[src/rtl/ssc_pkg.sv]
// Shared constants, types and the sine/cosine table for the scan point converter.
// Used by every module of the block; depends on nothing.
package ssc_pkg;

    localparam int ANGLE_STEPS_PER_PI = 180;
    localparam int TRIG_FRAC_BITS     = 15;
    localparam int TWO_PI_STEPS       = 2 * ANGLE_STEPS_PER_PI;

    localparam int POS_W   = 9;
    localparam int CFG_W   = 12;
    localparam int RANGE_W = 12;
    localparam int LEN_W   = RANGE_W + 1;
    localparam int COORD_W = 16;

    localparam int PADDR_W = 4;
    localparam int PDATA_W = 32;

    localparam int PIPE_DEPTH = 5;

    // Offset that keeps mid - position nonnegative; a whole number of turns.
    localparam int WRAP_OFS = TWO_PI_STEPS * ((2 ** POS_W - 1 + TWO_PI_STEPS - 1) / TWO_PI_STEPS);
    localparam int WRAP_MAX = 2 ** POS_W - 1 + WRAP_OFS;
    localparam int WRAP_W   = $clog2(WRAP_MAX + 1);
    localparam int WRAP_SUB = WRAP_MAX / TWO_PI_STEPS;
    localparam int STEP_W   = $clog2(TWO_PI_STEPS);
    localparam int TWICE_W  = STEP_W + 1;
    localparam int REM_W    = (ANGLE_STEPS_PER_PI > 1) ? $clog2(ANGLE_STEPS_PER_PI) : 1;

    localparam int MAG_W  = TRIG_FRAC_BITS + 1;
    localparam int TRIG_W = TRIG_FRAC_BITS + 2;

    localparam logic signed [TRIG_W-1:0] TRIG_ONE = TRIG_W'(longint'(1) << TRIG_FRAC_BITS);

    localparam longint Q30_ONE = 64'sd1073741824;
    localparam longint PI_Q30  = 64'sd3373259426;
    localparam longint SIN_DIV [6] = '{156, 110, 72, 42, 20, 6};
    localparam longint COS_DIV [6] = '{132, 90, 56, 30, 12, 2};

    typedef logic [MAG_W-1:0] t_mag;

    typedef struct packed {
        t_mag sin_mag;
        t_mag cos_mag;
    } t_trig_entry;

    typedef t_trig_entry [ANGLE_STEPS_PER_PI-1:0] t_trig_tab;

    typedef enum logic [1:0] {
        QUAD_0 = 2'd0,
        QUAD_1 = 2'd1,
        QUAD_2 = 2'd2,
        QUAD_3 = 2'd3
    } t_quadrant;

    typedef enum logic [1:0] {
        REG_MID_ANGLE    = 2'd0,
        REG_PIVOT_OFFSET = 2'd1,
        REG_SENSOR_ARM   = 2'd2,
        REG_BASE_HEIGHT  = 2'd3
    } t_reg_idx;

    typedef struct packed {
        logic [POS_W-1:0] mid_angle;
        logic [CFG_W-1:0] pivot_offset;
        logic [CFG_W-1:0] sensor_arm;
        logic [CFG_W-1:0] base_height;
    } t_cfg;

    typedef struct packed {
        logic [PIPE_DEPTH-1:0] load;
    } t_pipe_ctl;

    // Taylor series in Q30 over the first quadrant, rounded to TRIG_FRAC_BITS.
    function automatic t_trig_tab build_trig_tab();
        t_trig_tab tab;
        longint    r;
        longint    r2;
        longint    hs;
        longint    hc;
        longint    ps;
        longint    pc;
        longint    sv;
        longint    cv;
        longint    half;
        int        k;
        int        j;
        half = longint'(1) << (29 - TRIG_FRAC_BITS);
        for (k = 0; k < ANGLE_STEPS_PER_PI; k++) begin
            r  = (longint'(k) * PI_Q30 + longint'(ANGLE_STEPS_PER_PI))
                 / TWO_PI_STEPS;
            r2 = (r * r) >>> 30;
            hs = Q30_ONE;
            hc = Q30_ONE;
            for (j = 0; j < 6; j++) begin
                ps = (r2 * hs) / Q30_ONE;
                pc = (r2 * hc) / Q30_ONE;
                hs = Q30_ONE - ps / SIN_DIV[j];
                hc = Q30_ONE - pc / COS_DIV[j];
            end
            sv = (r * hs) / Q30_ONE;
            cv = hc;
            if (sv < 0) sv = 0;
            if (sv > Q30_ONE) sv = Q30_ONE;
            if (cv < 0) cv = 0;
            if (cv > Q30_ONE) cv = Q30_ONE;
            tab[k].sin_mag = MAG_W'((sv + half) >>> (30 - TRIG_FRAC_BITS));
            tab[k].cos_mag = MAG_W'((cv + half) >>> (30 - TRIG_FRAC_BITS));
        end
        return tab;
    endfunction

    localparam t_trig_tab TRIG_TAB = build_trig_tab();

endpackage

[src/rtl/ssc_point_math.sv]
// Length, products, scaling and saturation stages of the scan point converter.
// Depends on ssc_pkg; takes sine and cosine from the two angle units.
module ssc_point_math
    import ssc_pkg::*;
(
    input  logic                      i_clk,
    input  t_pipe_ctl                 i_ctl,
    input  t_cfg                      i_cfg,
    input  logic [RANGE_W-1:0]        i_range_value,
    input  logic signed [TRIG_W-1:0]  i_sin1,
    input  logic signed [TRIG_W-1:0]  i_cos1,
    input  logic signed [TRIG_W-1:0]  i_sin2,
    input  logic signed [TRIG_W-1:0]  i_cos2,
    output logic signed [COORD_W-1:0] o_coord_x,
    output logic signed [COORD_W-1:0] o_coord_y,
    output logic signed [COORD_W-1:0] o_coord_z
);

    localparam int PROD_W = LEN_W + 1 + TRIG_W;
    localparam int ACC_W  = PROD_W + 1;
    localparam int XN_W   = ACC_W + TRIG_W;

    localparam logic signed [XN_W-1:0] BIAS_XY =
        XN_W'((longint'(1) << (2 * TRIG_FRAC_BITS)) - 1);
    localparam logic signed [XN_W-1:0] BIAS_Z  =
        XN_W'((longint'(1) << TRIG_FRAC_BITS) - 1);
    localparam logic signed [XN_W-1:0] SAT_HI  = XN_W'(2 ** (COORD_W - 1) - 1);
    localparam logic signed [XN_W-1:0] SAT_LO  = -SAT_HI - XN_W'(1);

    logic [RANGE_W-1:0]       r_range1;
    logic [LEN_W-1:0]         r_len2;

    logic signed [LEN_W:0]    w_len_s;
    logic signed [PROD_W-1:0] w_prod_c2;
    logic signed [PROD_W-1:0] w_prod_s2;
    logic signed [ACC_W-1:0]  w_pivot_q;
    logic signed [ACC_W-1:0]  w_base_q;
    logic signed [ACC_W-1:0]  r_horiz3;
    logic signed [ACC_W-1:0]  r_zn3;
    logic signed [TRIG_W-1:0] r_sin1_3;
    logic signed [TRIG_W-1:0] r_cos1_3;

    logic signed [XN_W-1:0]   r_xn4;
    logic signed [XN_W-1:0]   r_yn4;
    logic signed [ACC_W-1:0]  r_zn4;

    logic signed [XN_W-1:0]   w_zn_ext;
    logic signed [XN_W-1:0]   w_xq;
    logic signed [XN_W-1:0]   w_yq;
    logic signed [XN_W-1:0]   w_zq;
    logic signed [COORD_W-1:0] r_coord_x;
    logic signed [COORD_W-1:0] r_coord_y;
    logic signed [COORD_W-1:0] r_coord_z;

    function automatic logic signed [COORD_W-1:0] sat_coord(
        input logic signed [XN_W-1:0] v
    );
        if (v > SAT_HI) begin
            sat_coord = COORD_W'(SAT_HI);
        end else if (v < SAT_LO) begin
            sat_coord = COORD_W'(SAT_LO);
        end else begin
            sat_coord = COORD_W'(v);
        end
    endfunction

    // Stages 1 and 2: carry the range, then add the arm.
    always_ff @(posedge i_clk) begin
        if (i_ctl.load[0]) begin
            r_range1 <= i_range_value;
        end
        if (i_ctl.load[1]) begin
            r_len2 <= LEN_W'(i_cfg.sensor_arm) + LEN_W'(r_range1);
        end
    end

    // Stage 3: horizontal reach and height numerator.
    assign w_len_s   = $signed({1'b0, r_len2});
    assign w_prod_c2 = w_len_s * i_cos2;
    assign w_prod_s2 = w_len_s * i_sin2;
    assign w_pivot_q = $signed(ACC_W'({i_cfg.pivot_offset, {TRIG_FRAC_BITS{1'b0}}}));
    assign w_base_q  = $signed(ACC_W'({i_cfg.base_height, {TRIG_FRAC_BITS{1'b0}}}));

    always_ff @(posedge i_clk) begin
        if (i_ctl.load[2]) begin
            r_horiz3 <= w_pivot_q + ACC_W'(w_prod_c2);
            r_zn3    <= w_base_q + ACC_W'(w_prod_s2);
            r_sin1_3 <= i_sin1;
            r_cos1_3 <= i_cos1;
        end
    end

    // Stage 4: project onto the pan angle.
    always_ff @(posedge i_clk) begin
        if (i_ctl.load[3]) begin
            r_xn4 <= r_horiz3 * r_sin1_3;
            r_yn4 <= r_horiz3 * r_cos1_3;
            r_zn4 <= r_zn3;
        end
    end

    // Stage 5: scale down toward zero, then clamp.
    assign w_zn_ext = XN_W'(r_zn4);
    assign w_xq = (r_xn4 + (r_xn4[XN_W-1] ? BIAS_XY : XN_W'(0))) >>> (2 * TRIG_FRAC_BITS);
    assign w_yq = (r_yn4 + (r_yn4[XN_W-1] ? BIAS_XY : XN_W'(0))) >>> (2 * TRIG_FRAC_BITS);
    assign w_zq = (w_zn_ext + (w_zn_ext[XN_W-1] ? BIAS_Z : XN_W'(0))) >>> TRIG_FRAC_BITS;

    always_ff @(posedge i_clk) begin
        if (i_ctl.load[4]) begin
            r_coord_x <= sat_coord(w_xq);
            r_coord_y <= sat_coord(w_yq);
            r_coord_z <= sat_coord(w_zq);
        end
    end

    assign o_coord_x = r_coord_x;
    assign o_coord_y = r_coord_y;
    assign o_coord_z = r_coord_z;

endmodule
[config.mk]
export PLATFORM = sky130hd
export DESIGN_NAME = ssc_point_math
export DESIGN_NICKNAME = d
export VERILOG_FILES = /design/src/rtl/ssc_pkg.sv /design/src/rtl/ssc_point_math.sv
export SDC_FILE = /design/constraint.sdc
export NUM_CORES = 2
export LEC_CHECK = 0
export ABC_CLOCK_PERIOD_IN_PS = 8260
export BUFFER_PORTS_ARGS = -buffer_cell sky130_fd_sc_hd__buf_4
export CAP_MARGIN = 20
export CORE_AREA = 8 8 338 423
export DETAILED_ROUTE_END_ITERATION = 10
export DIE_AREA = 0 0 346 431
export HOLD_SLACK_MARGIN = 0.03
export PLACE_DENSITY = 0.66
export RECOVER_POWER = 25
export SLEW_MARGIN = 20
export SYNTH_ARGS = -nofsm -noshare
export SYNTH_HDL_FRONTEND = slang
export SYNTH_SLANG_ARGS = --single-unit
[constraint.sdc]
create_clock -name i_clk -period 8.26 [get_ports i_clk]
set_input_delay 1.239 -clock i_clk [delete_from_list [all_inputs] [get_ports i_clk]]
set_output_delay 1.239 -clock i_clk [all_outputs]
set_load 0.01 [all_outputs]
==> results.json <==
{
  "start_kind": "register",
  "dr.pass1.iters": 6,
  "required_ns": 8.65,
  "antenna_cells": 0,
  "wl_per_cell_um": 17.6,
  "synthToLayoutAreaGrowth_pct": 6.83,
  "die_w_um": 346,
  "io_pins": 179,
  "clock_tree.buffer_depth": 3,
  "postCtsSetupRepairBufs": 0,
  "grt_max_degree": 68,
  "num_vias": 46300,
  "max-cap-violations": 2,
  "slew_headroom_pct": -169,
  "fin_crit_sh_pct": 90.4,
  "crit_top_cell": "fa_1",
  "drt_iter0_drc": 2100,
  "die_h_um": 431,
  "drt_wl_total_mm": 154,
  "status": "finished, violations left",
  "cts_resized": 0,
  "htreeDepth": 2,
  "ant_nets": 0,
  "synth_seq_cells": 301,
  "grt_pass1_wl_mm": 261,
  "route.detailed.drc": 0,
  "post-synth-top-area-cell": "fa_1",
  "fmax_mhz": 134,
  "rsz0062_at_grt": "false",
  "hold_violations": 0,
  "rows": 152,
  "slowest_delay_ns": 1.06,
  "finish.net_count": 9073,
  "multi_input_area_um2": 51400,
  "met1_length_mm": 58.7,
  "setup_viol": 0,
  "reg2reg_slack_ns": 0.79,
  "gr-total-overflow": 0,
  "start_util_pct": 49.6,
  "die_area_um2": 149000,
  "synth_edf_count": 301,
  "worstPathArrival_ns": 7.86,
  "antenna_found_initial": 4,
  "violations": "capacitance limit, slew limit",
  "clockRootBuffer": "clkbuf_16",
  "post-synth-top-count-cell": "inv_1",
  "crit_type": "register to register",
  "worst_pin_slew_ns": 4.03,
  "hold_class": "register to register",
  "critPathSlowestCell": "edfxtp_1",
  "ys_top_cells_by_count": "1615 x inv_1, 1513 x fa_1, 898 x nand2_1",
  "slew_viol_final": 105,
  "via_per_inst": 5.29,
  "drive_gt1_share_pct": 4.99,
  "met3WireLength_mm": 6.20,
  "cts_tree": "yes",
  "routabilityCongestion": 0.877,
  "syn_avg_cell_area_um2": 9.77,
  "seq_area_frac_synth_pct": 13.4,
  "regArea_um2": 9040,
  "top_layer": "met4",
  "clock_latency_ns": 0.64,
  "numPortBuffers": 169,
  "tns_ns": 0,
  "first_global_vias": 52200,
  "grt_usage_pct": 21.5,
  "design.core.area_um2": 136000,
  "path_max_fanout": 19,
  "yosysWarnings": 0,
  "hpwl_mm": 128,
  "cts_made_buffers": 43,
  "cts.sinks": 301,
  "path_cells": "nand2_1, inv_1, fa_1, fa_1, fa_1, fa_1, fa_1, inv_1, fa_1, inv_1, ha_1, a21o_1, a21oi_1, o21ai_1, a2111oi_2, nor3_1, a221o_1, a41o_1, o41a_1, xnor2_1",
  "finalClockSkew_ns": 0.0257,
  "wl_met2_mm": 83.1,
  "synth_area_um2": 67600,
  "ys_dominant_reg_cell": "edfxtp_1",
  "final.fill_count": 12400,
  "min_period_ns": 7.47,
  "clk_pin_slew_ns": 0.06,
  "syn_inst": 6916,
  "ys_types": 79,
  "ys_top_cells_by_area": "fa_1 45%, edfxtp_1 13%, ha_1 9.1%, inv_1 9.0%, and2_1 6.3%",
  "cts_hold_buffers": 0,
  "syn-num-nets": 9054,
  "async_flop_share_pct": 0,
  "synth_top_area_share_pct": 44.8,
  "endpoint_kind": "register"
}
[critical path, delay by kind of cell (launching register included)]
kind	cells	cell delay, ns
XOR/XNOR	1	0.12
AND/OR/NAND/NOR	2	0.61
AO/OA/AOI/OAI	7	1.69
adder cells (fa/ha/maj)	7	3.32
buffers and inverters	3	0.42
flip-flops	1	1.06
[path summary, 6_finish.rpt]
path	startpoint	end	depth (start not counted)
setup / recovery	r_len2[1]$_DFFE_PP_	r_zn3[31]$_DFFE_PP_	20
hold / removal	r_zn3[8]$_DFFE_PP_	r_zn4[8]$_DFFE_PP_	0
setup reg to reg	r_len2[1]$_DFFE_PP_	r_zn3[31]$_DFFE_PP_	20
hold reg to reg	r_zn3[8]$_DFFE_PP_	r_zn4[8]$_DFFE_PP_	0
[placed cells by master (no fill, tap or decap), drive strengths merged, types with 97 or more instances in the layout]
| cell | instances |
|---|---|
| a21oi | 156 |
| and2 | 679 |
| buf | 213 |
| clkbuf | 97 |
| edfxtp | 301 |
| fa | 1513 |
| ha | 494 |
| inv | 1626 |
| nand2 | 899 |
| nor2 | 156 |
| o21ai | 126 |
| xnor2 | 152 |
[final cells by class]
cell class / count / area share (%)
tap: 1771 / 3.07
timing repair buffer: 265 / 2.77
clock inverter: 35 / 0.577
inverter: 1616 / 8.40
multi-input combinational: 4708 / 71.2
clock buffer: 45 / 1.50
sequential: 301 / 12.5
[sequential cells by signal, summed over array words and instances (netlist names)]
name / cells
r_xn4: 49
o_coord_x: 16
r_zn3: 32
r_yn4: 49
o_coord_y: 16
r_len2: 13
r_range1: 12
r_cos1_3: 17
o_coord_z: 16
r_horiz3: 32
r_sin1_3: 17
r_zn4: 32
[layer usage]
metal / track usage, % / vias to the layer above
met1: 25.0 / 24200
met3: 2.30 / 335
met2: 40.5 / 1054
met4: 7.87 / 0
met5: 0 / -
li1: - / 20700
[stage by stage]
| stage | utilization [%] | hold slack (ns) | setup slack (ns) | area (µm²) | std cells |
|---|---|---|---|---|---|
| finish | 53.0 | 0.412 | 0.794 | 72200 | 8741 |
| floorplan | - | 0.400 | 0.799 | 67600 | 6916 |
| global route | 53.0 | 0.415 | 0.444 | 72200 | 8741 |
| CTS | 53.0 | 0.410 | 0.789 | 72100 | 8734 |
| global placement | 51.9 | 0.403 | 0.510 | 70600 | 8654 |
| detailed placement | 51.9 | 0.405 | 0.501 | 70600 | 8654 |
[cell families (layout without fill, tap and decap cells)]
kind of cell | count (synthesis) | after routing | synth area share, %
and+or+nand+nor | 1957 | 1957 | 14.2
AOI/OAI and AO/OA | 536 | 536 | 5.18
DFF | 301 | 301 | 13.4
xor gates and xnor gates | 208 | 208 | 2.70
adders and majority gates | 2007 | 2007 | 54.0
buffers and inverters | 1907 | 1961 | 10.6
Power is not shown: default switching activity piles up to over one toggle a cycle in this logic, so the estimate is an artifact.
