$ cat config.mk
export PLATFORM = sky130hd
export DESIGN_NAME = ssc_apb_regs
export DESIGN_NICKNAME = d
export VERILOG_FILES = /design/src/rtl/ssc_pkg.sv /design/src/rtl/ssc_apb_regs.sv
export SDC_FILE = /design/constraint.sdc
export NUM_CORES = 1
export LEC_CHECK = 0
export ABC_AREA = 1
export BUFFER_PORTS_ARGS = -buffer_cell sky130_fd_sc_hd__buf_2
export CAP_MARGIN = 20
export CORE_UTILIZATION = 30
export DETAILED_ROUTE_END_ITERATION = 8
export HOLD_SLACK_MARGIN = 0.05
export PLACE_DENSITY = 0.57
export SLEW_MARGIN = 10
export SYNTH_ARGS = -nofsm -noshare
export SYNTH_HDL_FRONTEND = slang
export SYNTH_SLANG_ARGS = --single-unit
$ cat constraint.sdc
create_clock -name i_clk -period 1 [get_ports i_clk]
set_input_delay 0 -clock i_clk [delete_from_list [all_inputs] [get_ports i_clk]]
set_output_delay 0 -clock i_clk [all_outputs]
set_load 0.05 [all_outputs]
$ cat src/rtl/ssc_pkg.sv
// Shared constants, types and the sine/cosine table for the scan point converter.
// Used by every module of the block; depends on nothing.
package ssc_pkg;

    localparam int ANGLE_STEPS_PER_PI = 180;
    localparam int TRIG_FRAC_BITS     = 15;
    localparam int TWO_PI_STEPS       = 2 * ANGLE_STEPS_PER_PI;

    localparam int POS_W   = 9;
    localparam int CFG_W   = 12;
    localparam int RANGE_W = 12;
    localparam int LEN_W   = RANGE_W + 1;
    localparam int COORD_W = 16;

    localparam int PADDR_W = 4;
    localparam int PDATA_W = 32;

    localparam int PIPE_DEPTH = 5;

    // Offset that keeps mid - position nonnegative; a whole number of turns.
    localparam int WRAP_OFS = TWO_PI_STEPS * ((2 ** POS_W - 1 + TWO_PI_STEPS - 1) / TWO_PI_STEPS);
    localparam int WRAP_MAX = 2 ** POS_W - 1 + WRAP_OFS;
    localparam int WRAP_W   = $clog2(WRAP_MAX + 1);
    localparam int WRAP_SUB = WRAP_MAX / TWO_PI_STEPS;
    localparam int STEP_W   = $clog2(TWO_PI_STEPS);
    localparam int TWICE_W  = STEP_W + 1;
    localparam int REM_W    = (ANGLE_STEPS_PER_PI > 1) ? $clog2(ANGLE_STEPS_PER_PI) : 1;

    localparam int MAG_W  = TRIG_FRAC_BITS + 1;
    localparam int TRIG_W = TRIG_FRAC_BITS + 2;

    localparam logic signed [TRIG_W-1:0] TRIG_ONE = TRIG_W'(longint'(1) << TRIG_FRAC_BITS);

    localparam longint Q30_ONE = 64'sd1073741824;
    localparam longint PI_Q30  = 64'sd3373259426;
    localparam longint SIN_DIV [6] = '{156, 110, 72, 42, 20, 6};
    localparam longint COS_DIV [6] = '{132, 90, 56, 30, 12, 2};

    typedef logic [MAG_W-1:0] t_mag;

    typedef struct packed {
        t_mag sin_mag;
        t_mag cos_mag;
    } t_trig_entry;

    typedef t_trig_entry [ANGLE_STEPS_PER_PI-1:0] t_trig_tab;

    typedef enum logic [1:0] {
        QUAD_0 = 2'd0,
        QUAD_1 = 2'd1,
        QUAD_2 = 2'd2,
        QUAD_3 = 2'd3
    } t_quadrant;

    typedef enum logic [1:0] {
        REG_MID_ANGLE    = 2'd0,
        REG_PIVOT_OFFSET = 2'd1,
        REG_SENSOR_ARM   = 2'd2,
        REG_BASE_HEIGHT  = 2'd3
    } t_reg_idx;

    typedef struct packed {
        logic [POS_W-1:0] mid_angle;
        logic [CFG_W-1:0] pivot_offset;
        logic [CFG_W-1:0] sensor_arm;
        logic [CFG_W-1:0] base_height;
    } t_cfg;

    typedef struct packed {
        logic [PIPE_DEPTH-1:0] load;
    } t_pipe_ctl;

    // Taylor series in Q30 over the first quadrant, rounded to TRIG_FRAC_BITS.
    function automatic t_trig_tab build_trig_tab();
        t_trig_tab tab;
        longint    r;
        longint    r2;
        longint    hs;
        longint    hc;
        longint    ps;
        longint    pc;
        longint    sv;
        longint    cv;
        longint    half;
        int        k;
        int        j;
        half = longint'(1) << (29 - TRIG_FRAC_BITS);
        for (k = 0; k < ANGLE_STEPS_PER_PI; k++) begin
            r  = (longint'(k) * PI_Q30 + longint'(ANGLE_STEPS_PER_PI))
                 / TWO_PI_STEPS;
            r2 = (r * r) >>> 30;
            hs = Q30_ONE;
            hc = Q30_ONE;
            for (j = 0; j < 6; j++) begin
                ps = (r2 * hs) / Q30_ONE;
                pc = (r2 * hc) / Q30_ONE;
                hs = Q30_ONE - ps / SIN_DIV[j];
                hc = Q30_ONE - pc / COS_DIV[j];
            end
            sv = (r * hs) / Q30_ONE;
            cv = hc;
            if (sv < 0) sv = 0;
            if (sv > Q30_ONE) sv = Q30_ONE;
            if (cv < 0) cv = 0;
            if (cv > Q30_ONE) cv = Q30_ONE;
            tab[k].sin_mag = MAG_W'((sv + half) >>> (30 - TRIG_FRAC_BITS));
            tab[k].cos_mag = MAG_W'((cv + half) >>> (30 - TRIG_FRAC_BITS));
        end
        return tab;
    endfunction

    localparam t_trig_tab TRIG_TAB = build_trig_tab();

endpackage

$ cat src/rtl/ssc_apb_regs.sv
// APB register file for the scan point converter: angle origin and geometry.
// Depends on ssc_pkg for the register map and the configuration struct.
module ssc_apb_regs
    import ssc_pkg::*;
(
    input  logic               i_clk,
    input  logic               i_rst_n,
    input  logic               psel,
    input  logic               penable,
    input  logic               pwrite,
    input  logic [PADDR_W-1:0] paddr,
    input  logic [PDATA_W-1:0] pwdata,
    output logic [PDATA_W-1:0] prdata,
    output logic               pready,
    output t_cfg               o_cfg
);

    t_cfg     r_cfg;
    t_reg_idx w_idx;
    logic     w_wr;

    assign w_idx  = t_reg_idx'(paddr[3:2]);
    assign w_wr   = psel && penable && pwrite;
    assign pready = 1'b1;
    assign o_cfg  = r_cfg;

    always_ff @(posedge i_clk) begin
        if (!i_rst_n) begin
            r_cfg.mid_angle    <= POS_W'(90);
            r_cfg.pivot_offset <= '0;
            r_cfg.sensor_arm   <= '0;
            r_cfg.base_height  <= '0;
        end else if (w_wr) begin
            case (w_idx)
                REG_MID_ANGLE:    r_cfg.mid_angle    <= pwdata[POS_W-1:0];
                REG_PIVOT_OFFSET: r_cfg.pivot_offset <= pwdata[CFG_W-1:0];
                REG_SENSOR_ARM:   r_cfg.sensor_arm   <= pwdata[CFG_W-1:0];
                REG_BASE_HEIGHT:  r_cfg.base_height  <= pwdata[CFG_W-1:0];
                default: ;
            endcase
        end
    end

    always_comb begin
        case (w_idx)
            REG_MID_ANGLE:    prdata = PDATA_W'(r_cfg.mid_angle);
            REG_PIVOT_OFFSET: prdata = PDATA_W'(r_cfg.pivot_offset);
            REG_SENSOR_ARM:   prdata = PDATA_W'(r_cfg.sensor_arm);
            REG_BASE_HEIGHT:  prdata = PDATA_W'(r_cfg.base_height);
            default:          prdata = '0;
        endcase
    end

endmodule

==> results of run 1 <==
-- report_power, final --
| part | switching (µW) | internal [µW] | total (µW) |
|---|---|---|---|
| registers | 30.2 | 1840 | 1870 |
| clock network | 597 | 461 | 1060 |
| logic | 660 | 234 | 894 |
| total | 1290 | 2530 | 3820 |
-- cell type report --
cell class              count  area [µm²]
repair buffers             98         683
clock inverters             1        5.00
clock buffers               5        68.8
inverters                  16        60.1
well taps                  99         124
flip-flops and latches     45         957
multi-input cells         269        1160
fillers                   793        4310
-- layer usage --
layer | up-vias | GRT usage
li1 | 1215 | -
met1 | 1047 | 0.213
met2 | 76 | 0.280
met3 | 5 | 0.0355
met4 | 0 | 0.0296
met5 | - | 0
-- tightest hold or removal path: stages --
cell and delay, ns:
sky130_fd_sc_hd__buf_2 0.08, sky130_fd_sc_hd__inv_1 0.05, sky130_fd_sc_hd__nand3_1 0.08, sky130_fd_sc_hd__nand2_1 0.05, sky130_fd_sc_hd__nor2_1 0.07
-- cells in the mapped netlist --
| cell | instances | share of area |
|---|---|---|
| sky130_fd_sc_hd__nand4_1 | 9 | 0.024 |
| sky130_fd_sc_hd__nor2_2 | 5 | 0.013 |
| sky130_fd_sc_hd__nor2_4 | 3 | 0.015 |
| sky130_fd_sc_hd__nor2_1 | 82 | 0.13 |
| sky130_fd_sc_hd__nand2_1 | 99 | 0.16 |
| sky130_fd_sc_hd__inv_1 | 12 | 0.019 |
| sky130_fd_sc_hd__buf_4 | 24 | 0.078 |
| sky130_fd_sc_hd__nand3_1 | 48 | 0.10 |
| sky130_fd_sc_hd__buf_6 | 5 | 0.024 |
| sky130_fd_sc_hd__nand2_2 | 1 | 0.0027 |
| sky130_fd_sc_hd__buf_2 | 7 | 0.015 |
| sky130_fd_sc_hd__dfxtp_1 | 45 | 0.39 |
| sky130_fd_sc_hd__conb_1 | 2 | 0.0032 |
| sky130_fd_sc_hd__nand3_4 | 1 | 0.0076 |
| sky130_fd_sc_hd__buf_1 | 4 | 0.0065 |
| sky130_fd_sc_hd__inv_2 | 4 | 0.0065 |
-- placed cells by master (no fill, tap or decap) --
cell type                       instances
sky130_fd_sc_hd__inv_2                  4
sky130_fd_sc_hd__dlygate4sd3_1          4
sky130_fd_sc_hd__nor2_2                 5
sky130_fd_sc_hd__nor2_4                 3
sky130_fd_sc_hd__clkbuf_8               5
sky130_fd_sc_hd__buf_6                 12
sky130_fd_sc_hd__nand3_4                1
sky130_fd_sc_hd__nand2_2                2
sky130_fd_sc_hd__dfxtp_2               45
sky130_fd_sc_hd__nand4_1                9
sky130_fd_sc_hd__inv_1                 12
sky130_fd_sc_hd__nor2_1                82
sky130_fd_sc_hd__nand2_1               98
sky130_fd_sc_hd__buf_12                 4
sky130_fd_sc_hd__buf_2                 63
sky130_fd_sc_hd__nand3_2                3
sky130_fd_sc_hd__buf_4                 15
sky130_fd_sc_hd__conb_1                21
sky130_fd_sc_hd__clkinv_2               1
sky130_fd_sc_hd__nand3_1               45
-- path summary, 6_finish.rpt --
path          endpoint  startpoint  slack [ns]
max          prdata[0]   o_cfg[36]        0.02
min reg2reg  o_cfg[37]   o_cfg[37]        0.47
min          o_cfg[23]  pwdata[11]        0.06
max reg2reg  o_cfg[11]   o_cfg[11]        0.40
-- repair_timing --
item                                   4_1_cts  5_1_grt
setup endpoints to repair                   12       12
pin swaps                                    1       13
endpoints found under the hold margin        4        0
hold buffers                                 4        0
gates cloned                                 0        0
gates resized for setup                     20       16
-- logic make-up after synthesis --
family,share of synthesized area
buffers and inverters,0.149
other,0.00324
DFF,0.388
and+or+nand+nor,0.459
-- through the flow --
step                      hold slack, ns  cell area [µm²]  utilization  instances  worst slack (ns)
final                             0.0580             3060        0.415        533            0.0234
after global routing              0.0883             3060        0.415        533           -0.0368
after CTS                         0.0515             3030        0.411        533         -0.000243
after detailed placement           0.238             2850        0.387        523          -0.00871
after global placement             0.233             2850        0.387        523          -0.00619
after floorplan                    0.126             2450            -        370            -0.120
==> results, run 1 <==
- The maximum fanout count along the critical path is 3.
- Setup repair after global routing could not meet its margin everywhere.
- The overall fraction of global-route tracks in use is 0.164.
- Along the worst hold path, the cell count comes to 5.
- The area growth from synthesis to layout is 31.9%.
- The data arrival time of the critical path is between 0.9 and 1 ns.
- The die is about 90 µm tall.
- The sequential cell area fraction in the yosys report is 0.388.
- The initial antenna violation count is 0.
- The detail-routed via count per cell is about 4.4.
- The dominant delay contributor by cell family on the critical path is flip-flops.
- The root buffer cell is sky130_fd_sc_hd__clkbuf_8.
- Headroom to the max-slew limit came out at 0.650.
- The maximum cell stage delay along the critical path is approximately 0.34 ns.
- The count of nets left with antenna violations once routing finished came out at 0.
- The routed design could run at a clock period as short as roughly 0.98 ns.
- The clock-pin slew on the worst setup and hold paths is 0.08 ns.
- The critical path goes through nand2_1, nand4_1, buf_6.
- In this run the tool buffered the top-level ports with between 70 and 80 buffer cells.
- The global route total overflow is 0.
- The synthesized cell area is between 2000 and 2500 µm².
- The placer's final routability congestion estimate is approximately 0.77.
- The overall power is approximately 3800 µW.
- The number of warnings reported in the yosys synthesis log is 0.
- The clock sink total is 45.
- The average wire length per cell after detail routing is ~12 µm.
- Clock skew on the completed layout was measured at 0 ns.
- The number of buffers inserted by post-CTS setup repair is 0.
- After detailed routing, the total wire length is about 6500 µm.
- Detailed routing placed a total of 3070 µm of wire on met2.
- Setup violations remaining at the end of the flow were counted as 0.
- Max-cap violations in this run came to 0.
- The I/O pin count is between 100 and 150.
- In this run the horizontal extent of the chip is roughly 90 µm.
- The length of routed wiring on met1 is 3000 µm.
- The startpoint type of the worst setup path is a register.
- Summed over all cells, the static leakage comes to about 0.0015 µW.
- The class of the most critical setup path is reg2out.
- The number of antenna diodes is 0.
- The area of the die is about 8000 µm².
- The number of standard-cell rows in the floorplan is 31.
- The master of the slowest instance on the critical path is sky130_fd_sc_hd__dfxtp_2.
- Synthesis produced a netlist whose cell count is 351.
- The max-slew violation count came to 0.
- The routed design uses around 360 µm of met3 wire.
- In this run, distinct cell masters in the synthesized netlist total 16.
- The number of nets at the end of the flow is 476.
- The register with the most flip-flops in the layout has 45 of them.
- The total of flip-flops plus latches after synthesis is 45.
- For the worst-skew pair, the clock arrives at the later sink with an insertion delay of approximately 0.29 ns.
- The number of global-route vias before repair was 2111.
- The routed layout has 2343 vias.
- The starting density of the core is 0.315.
- TritonCTS built the clock tree.
- The measured slew at the worst slew-check pin is between 0.5 and 0.6 ns.
- The final critical-path share of the clock period is 0.977.
- The mean area per synthesized cell is about 6.6 µm².
- For the worst setup path, the data required time is 1.00 ns.
- TritonCTS created 5 clock buffers.
- The H-tree level count is 2.
- The total negative slack for setup checks is 0 ns.
- The power density over the cells is 1250 nW/µm².
- The core footprint is about 7400 µm².
- The worst hold path belongs to the class in2reg.
- The run finished with clean final reports.
- Detailed placement finished with a half-perimeter wire length of roughly 4500 µm.
- The worst-case IR drop observed on VDD is 0.000470 V.
- The first detailed-routing pass took 4 iterations.
- Routed signal wires occupy layers up through met4.
- The number of buffers and inverters on the critical path is 1.
- The pin count of the biggest net entering global routing is 46.
- The achievable clock frequency is 1.02 GHz.
- The layout cell share with drive strength beyond 1 is 0.376.
- The final number of hold-violating endpoints was 0.
- The first global-routing pass estimated roughly 11000 µm of wire.
- After the first detailed-routing iteration, the DRC count stood at 71.
- The number of cells traversed by the worst register-to-register path is 2.
- STA classifies the critical path endpoint as a primary output.
- The number of buffers on the longest clock path is 2.
- The logic depth of the worst setup path including buffers is 3.
- The number of remaining DRC errors is 0.
Note: power is estimated with default switching activity, not from simulation.
==> run 2: changes to the inputs <==
- CORE_MARGIN: not set -> 5
- CTS_BUF_LIST: not set -> sky130_fd_sc_hd__clkbuf_4 sky130_fd_sc_hd__clkbuf_8
- clock period: 1 -> 1.05 ns (I/O delays scaled with it)
==> run 2 against run 1 <==
Sequential share of layout area shrank 0.92 points; clock power is essentially flat; wire length rose by 6.3%; sequential power decreased by 5%; flip-flop and latch count unchanged; largest cell class unchanged; largest power group unchanged.
==> results, run 2 (same netlist as run 1, synthesis figures left out) <==
- The type of destination of the critical path is a primary output.
- The post-placement cell area is 2880 µm² (+0.75%).
- The detail-routed via count per cell is 4.32 (-1.7%).
- The required time at the worst-slack endpoint is 1.05 ns (+0.05 ns).
- The wire length of the first global-routing pass is 11100 µm (+3.9%).
- The count of fill cells added during filler insertion is 832 (+4.9%).
- The number of flip-flops in the largest register is 45 (unchanged).
- The worst slew slack as a fraction of its limit is 0.571 (-0.0791).
- The termination of the worst setup path is prdata[2].
- The overall fraction of global-route tracks in use is 0.140 (-0.0231).
- The maximum fanout count along the critical path came to 3 (unchanged).
- The number of remaining DRC errors is 0 (unchanged).
- The count of endpoints failing setup in the final report came to 0 (unchanged).
- The height of the chip is 97.9 µm (+8.9%).
- The measured slew at the worst slew-check pin came to 0.642 ns (+0.119 ns).
- The number of design-rule violations left by the first detailed-router iteration is 105 (+48%).
- The via total after detailed routing is 2343 (unchanged).
- The clock network latency to the later pin of the worst-skew pair is 0.29 ns (about the same).
- The setup slack at placement is -0.0290 ns (-0.0203 ns).
- The worst hold slack after final layout is 0.0588 ns (+0.000818 ns).
- The class of the most critical setup path is reg2out.
- The run finished with clean final reports.
- The average wire length per cell after detail routing came to 12.7 µm (+4.5%).
- Setup repair after global routing could not meet its margin everywhere.
- The logic depth of the worst setup path including buffers is 3 (unchanged).
- The maximum vdd drop is 0.000429 V (-8.6%).
- The endpoint identified for the worst register-to-register timing path is o_cfg[14].
- The pin count of the biggest net entering global routing is 46 (unchanged).
- The total placed cells including tap cells is 525 (+0.38%).
- The number of buffers on the longest clock path came to 2 (unchanged).
- The number of nets at the end of the flow is 480 (+0.84%).
- In the layout the commonest cells are sky130_fd_sc_hd__nand2_1 (99), sky130_fd_sc_hd__nor2_1 (82), sky130_fd_sc_hd__buf_2 (63).
- In this run the critical register-to-register path is launched from o_cfg[14].
- The number of buffer and inverter instances along the worst setup path is 1 (unchanged).
- The TritonCTS clock tree is yes.
- Traced cell by cell, the critical path runs through nand2_1, nand4_1, buf_6.
- The static leakage is 0.00153 µW (+0.90%).
- The H-tree level count is 2 (unchanged).
- The dominant delay contributor by cell family on the critical path is flip-flops.
- The I/O pin count was 119 (unchanged).
- The total non-filler cell area in the finished layout is 3120 µm² (+2.0%).
- The min-delay analysis places its worst path in the category in2reg.
- The final critical-path required period is ~1.0 ns.
- The achievable clock frequency is 0.996 GHz.
- The maximum cell stage delay along the critical path is 0.34 ns (about the same).
- The core footprint was 7650 µm² (+3.8%).
- The power density over the cells is 1200 nW/µm² (-3.8%).
- The max-slew violation count is 0 (unchanged).
- The total clock buffers created by CTS is 5 (unchanged).
- The max-cap check violation count is 0 (unchanged).
- The most critical setup path has its startpoint at o_cfg[14].
- The slack of the critical path is 0.0458 ns (+0.0224 ns).
- The master of the slowest instance on the critical path is sky130_fd_sc_hd__dfxtp_2.
- The final number of hold-violating endpoints came to 0 (unchanged).
- The area of the die is 9590 µm² (+19%).
- The starting density of the core is 0.303 (-0.0114).
- The placer's final routability congestion estimate was 0.800 (+4.3%).
- In this run the clock root is driven by a sky130_fd_sc_hd__clkbuf_8.
- The die extent in x is 97.9 µm (+8.9%).
- The number of cells traversed by the worst register-to-register path is 3 (+1).
- The post-route antenna net violation count is 0 (unchanged).
- The number of detailed-routing iterations run before antenna repair was 4 (unchanged).
- STA classifies the critical path startpoint as a register.
- The data arrival time of the critical path came to 1.00 ns (+0.02 ns).
- The clock tree skew after final layout was 0 ns (unchanged).
- The final critical-path share of the clock period is 0.956.
- The clock-pin slew on the worst setup and hold paths is 0.09 ns (about the same).
- The number of standard-cell rows in the floorplan was 32 (+3.2%).
- The initial antenna violation count is 0 (unchanged).
- The number of global-route vias before repair is 2246 (+6.4%).
- Compared with the post-synthesis result, the final layout area differs by 34.5%.
- The worst-case register-to-register setup slack is 0.35 ns (-0.05 ns).
- The count of non-filler cells in the finished layout was 542 (+1.7%).
- The global route total overflow is 0 (unchanged).
- The port buffer count is 75 (unchanged).
- The total length of routed wires is 6890 µm (+6.3%).
- The most common cell after layout, fill and taps aside is sky130_fd_sc_hd__nand2_1.
- The worst hold path stage count is 5 (unchanged).
- The sum of net half-perimeters after detailed placement is 4920 µm (+9.0%).
- The layout cell share with drive strength beyond 1 came to 0.357 (-0.0188).
- The clock sink total came to 45 (unchanged).
- The number of antenna diodes is 0 (unchanged).
## run 2: metal layers
| layer | up-vias | share of wire | track usage | wire [µm] |
|---|---|---|---|---|
| met4 | 0 | 0.011 | 0.0362 | 76 |
| met3 | 11 | 0.064 | 0.0379 | 441 |
| li1 | 1226 | - | - | - |
| met2 | 71 | 0.46 | 0.225 | 3170 |
| met5 | - | 0 | 0 | 0 |
| met1 | 1035 | 0.46 | 0.188 | 3200 |
## run 2: worst min path at each step
| stage | from | endpoint | slack [ns] |
|---|---|---|---|
| finish | pwdata[0] | o_cfg[24] | 0.06 |
| global route | pwdata[8] | o_cfg[20] | 0.08 |
| CTS | pwdata[0] | o_cfg[24] | 0.05 |
| detailed placement | pwdata[3] | o_cfg[39] | 0.24 |
| global placement | pwdata[3] | o_cfg[39] | 0.23 |
| floorplan | pwdata[1] | o_cfg[37] | 0.13 |
## run 2: power breakdown
group	internal [µW]	leakage (µW)	switching (µW)
Combinational	241	0.00112	634
Sequential	1750	0.000379	29.1
Clock	468	0.0000364	627
Total	2460	0.00153	1290
## run 2: cell type report
type | instances | area (µm²) | area share
inverter | 16 | 60.1 | 0.0193
clock inverter | 3 | 22.5 | 0.00722
clock buffer | 5 | 68.8 | 0.0221
tap | 102 | 128 | 0.0409
sequential | 45 | 947 | 0.304
timing repair buffer | 102 | 734 | 0.235
multi-input combinational | 269 | 1160 | 0.371
## run 2: worst register-to-register path: cells and delay by family, from the launching register on
family	cells	cell delay, ns
and+or+nand+nor	2	0.14
buffers and inverters	1	0.13
DFF	1	0.34
## run 2: timing repair
action,CTS,global route
endpoints found under the setup margin,12,9
resized for setup,12,12
hold endpoints to repair,9,0
buffers inserted,0,2
pin swaps,0,1
hold buffers,7,0
## run 2: stage by stage
stage	setup TNS, ns	util	total power (µW)
floorplan	-0.0698	-	2490
global placement	-0.0721	0.376	2650
detailed placement	-0.163	0.376	2650
CTS	0	0.401	3780
global route	-0.0461	0.408	3920
finish	0	0.408	3750
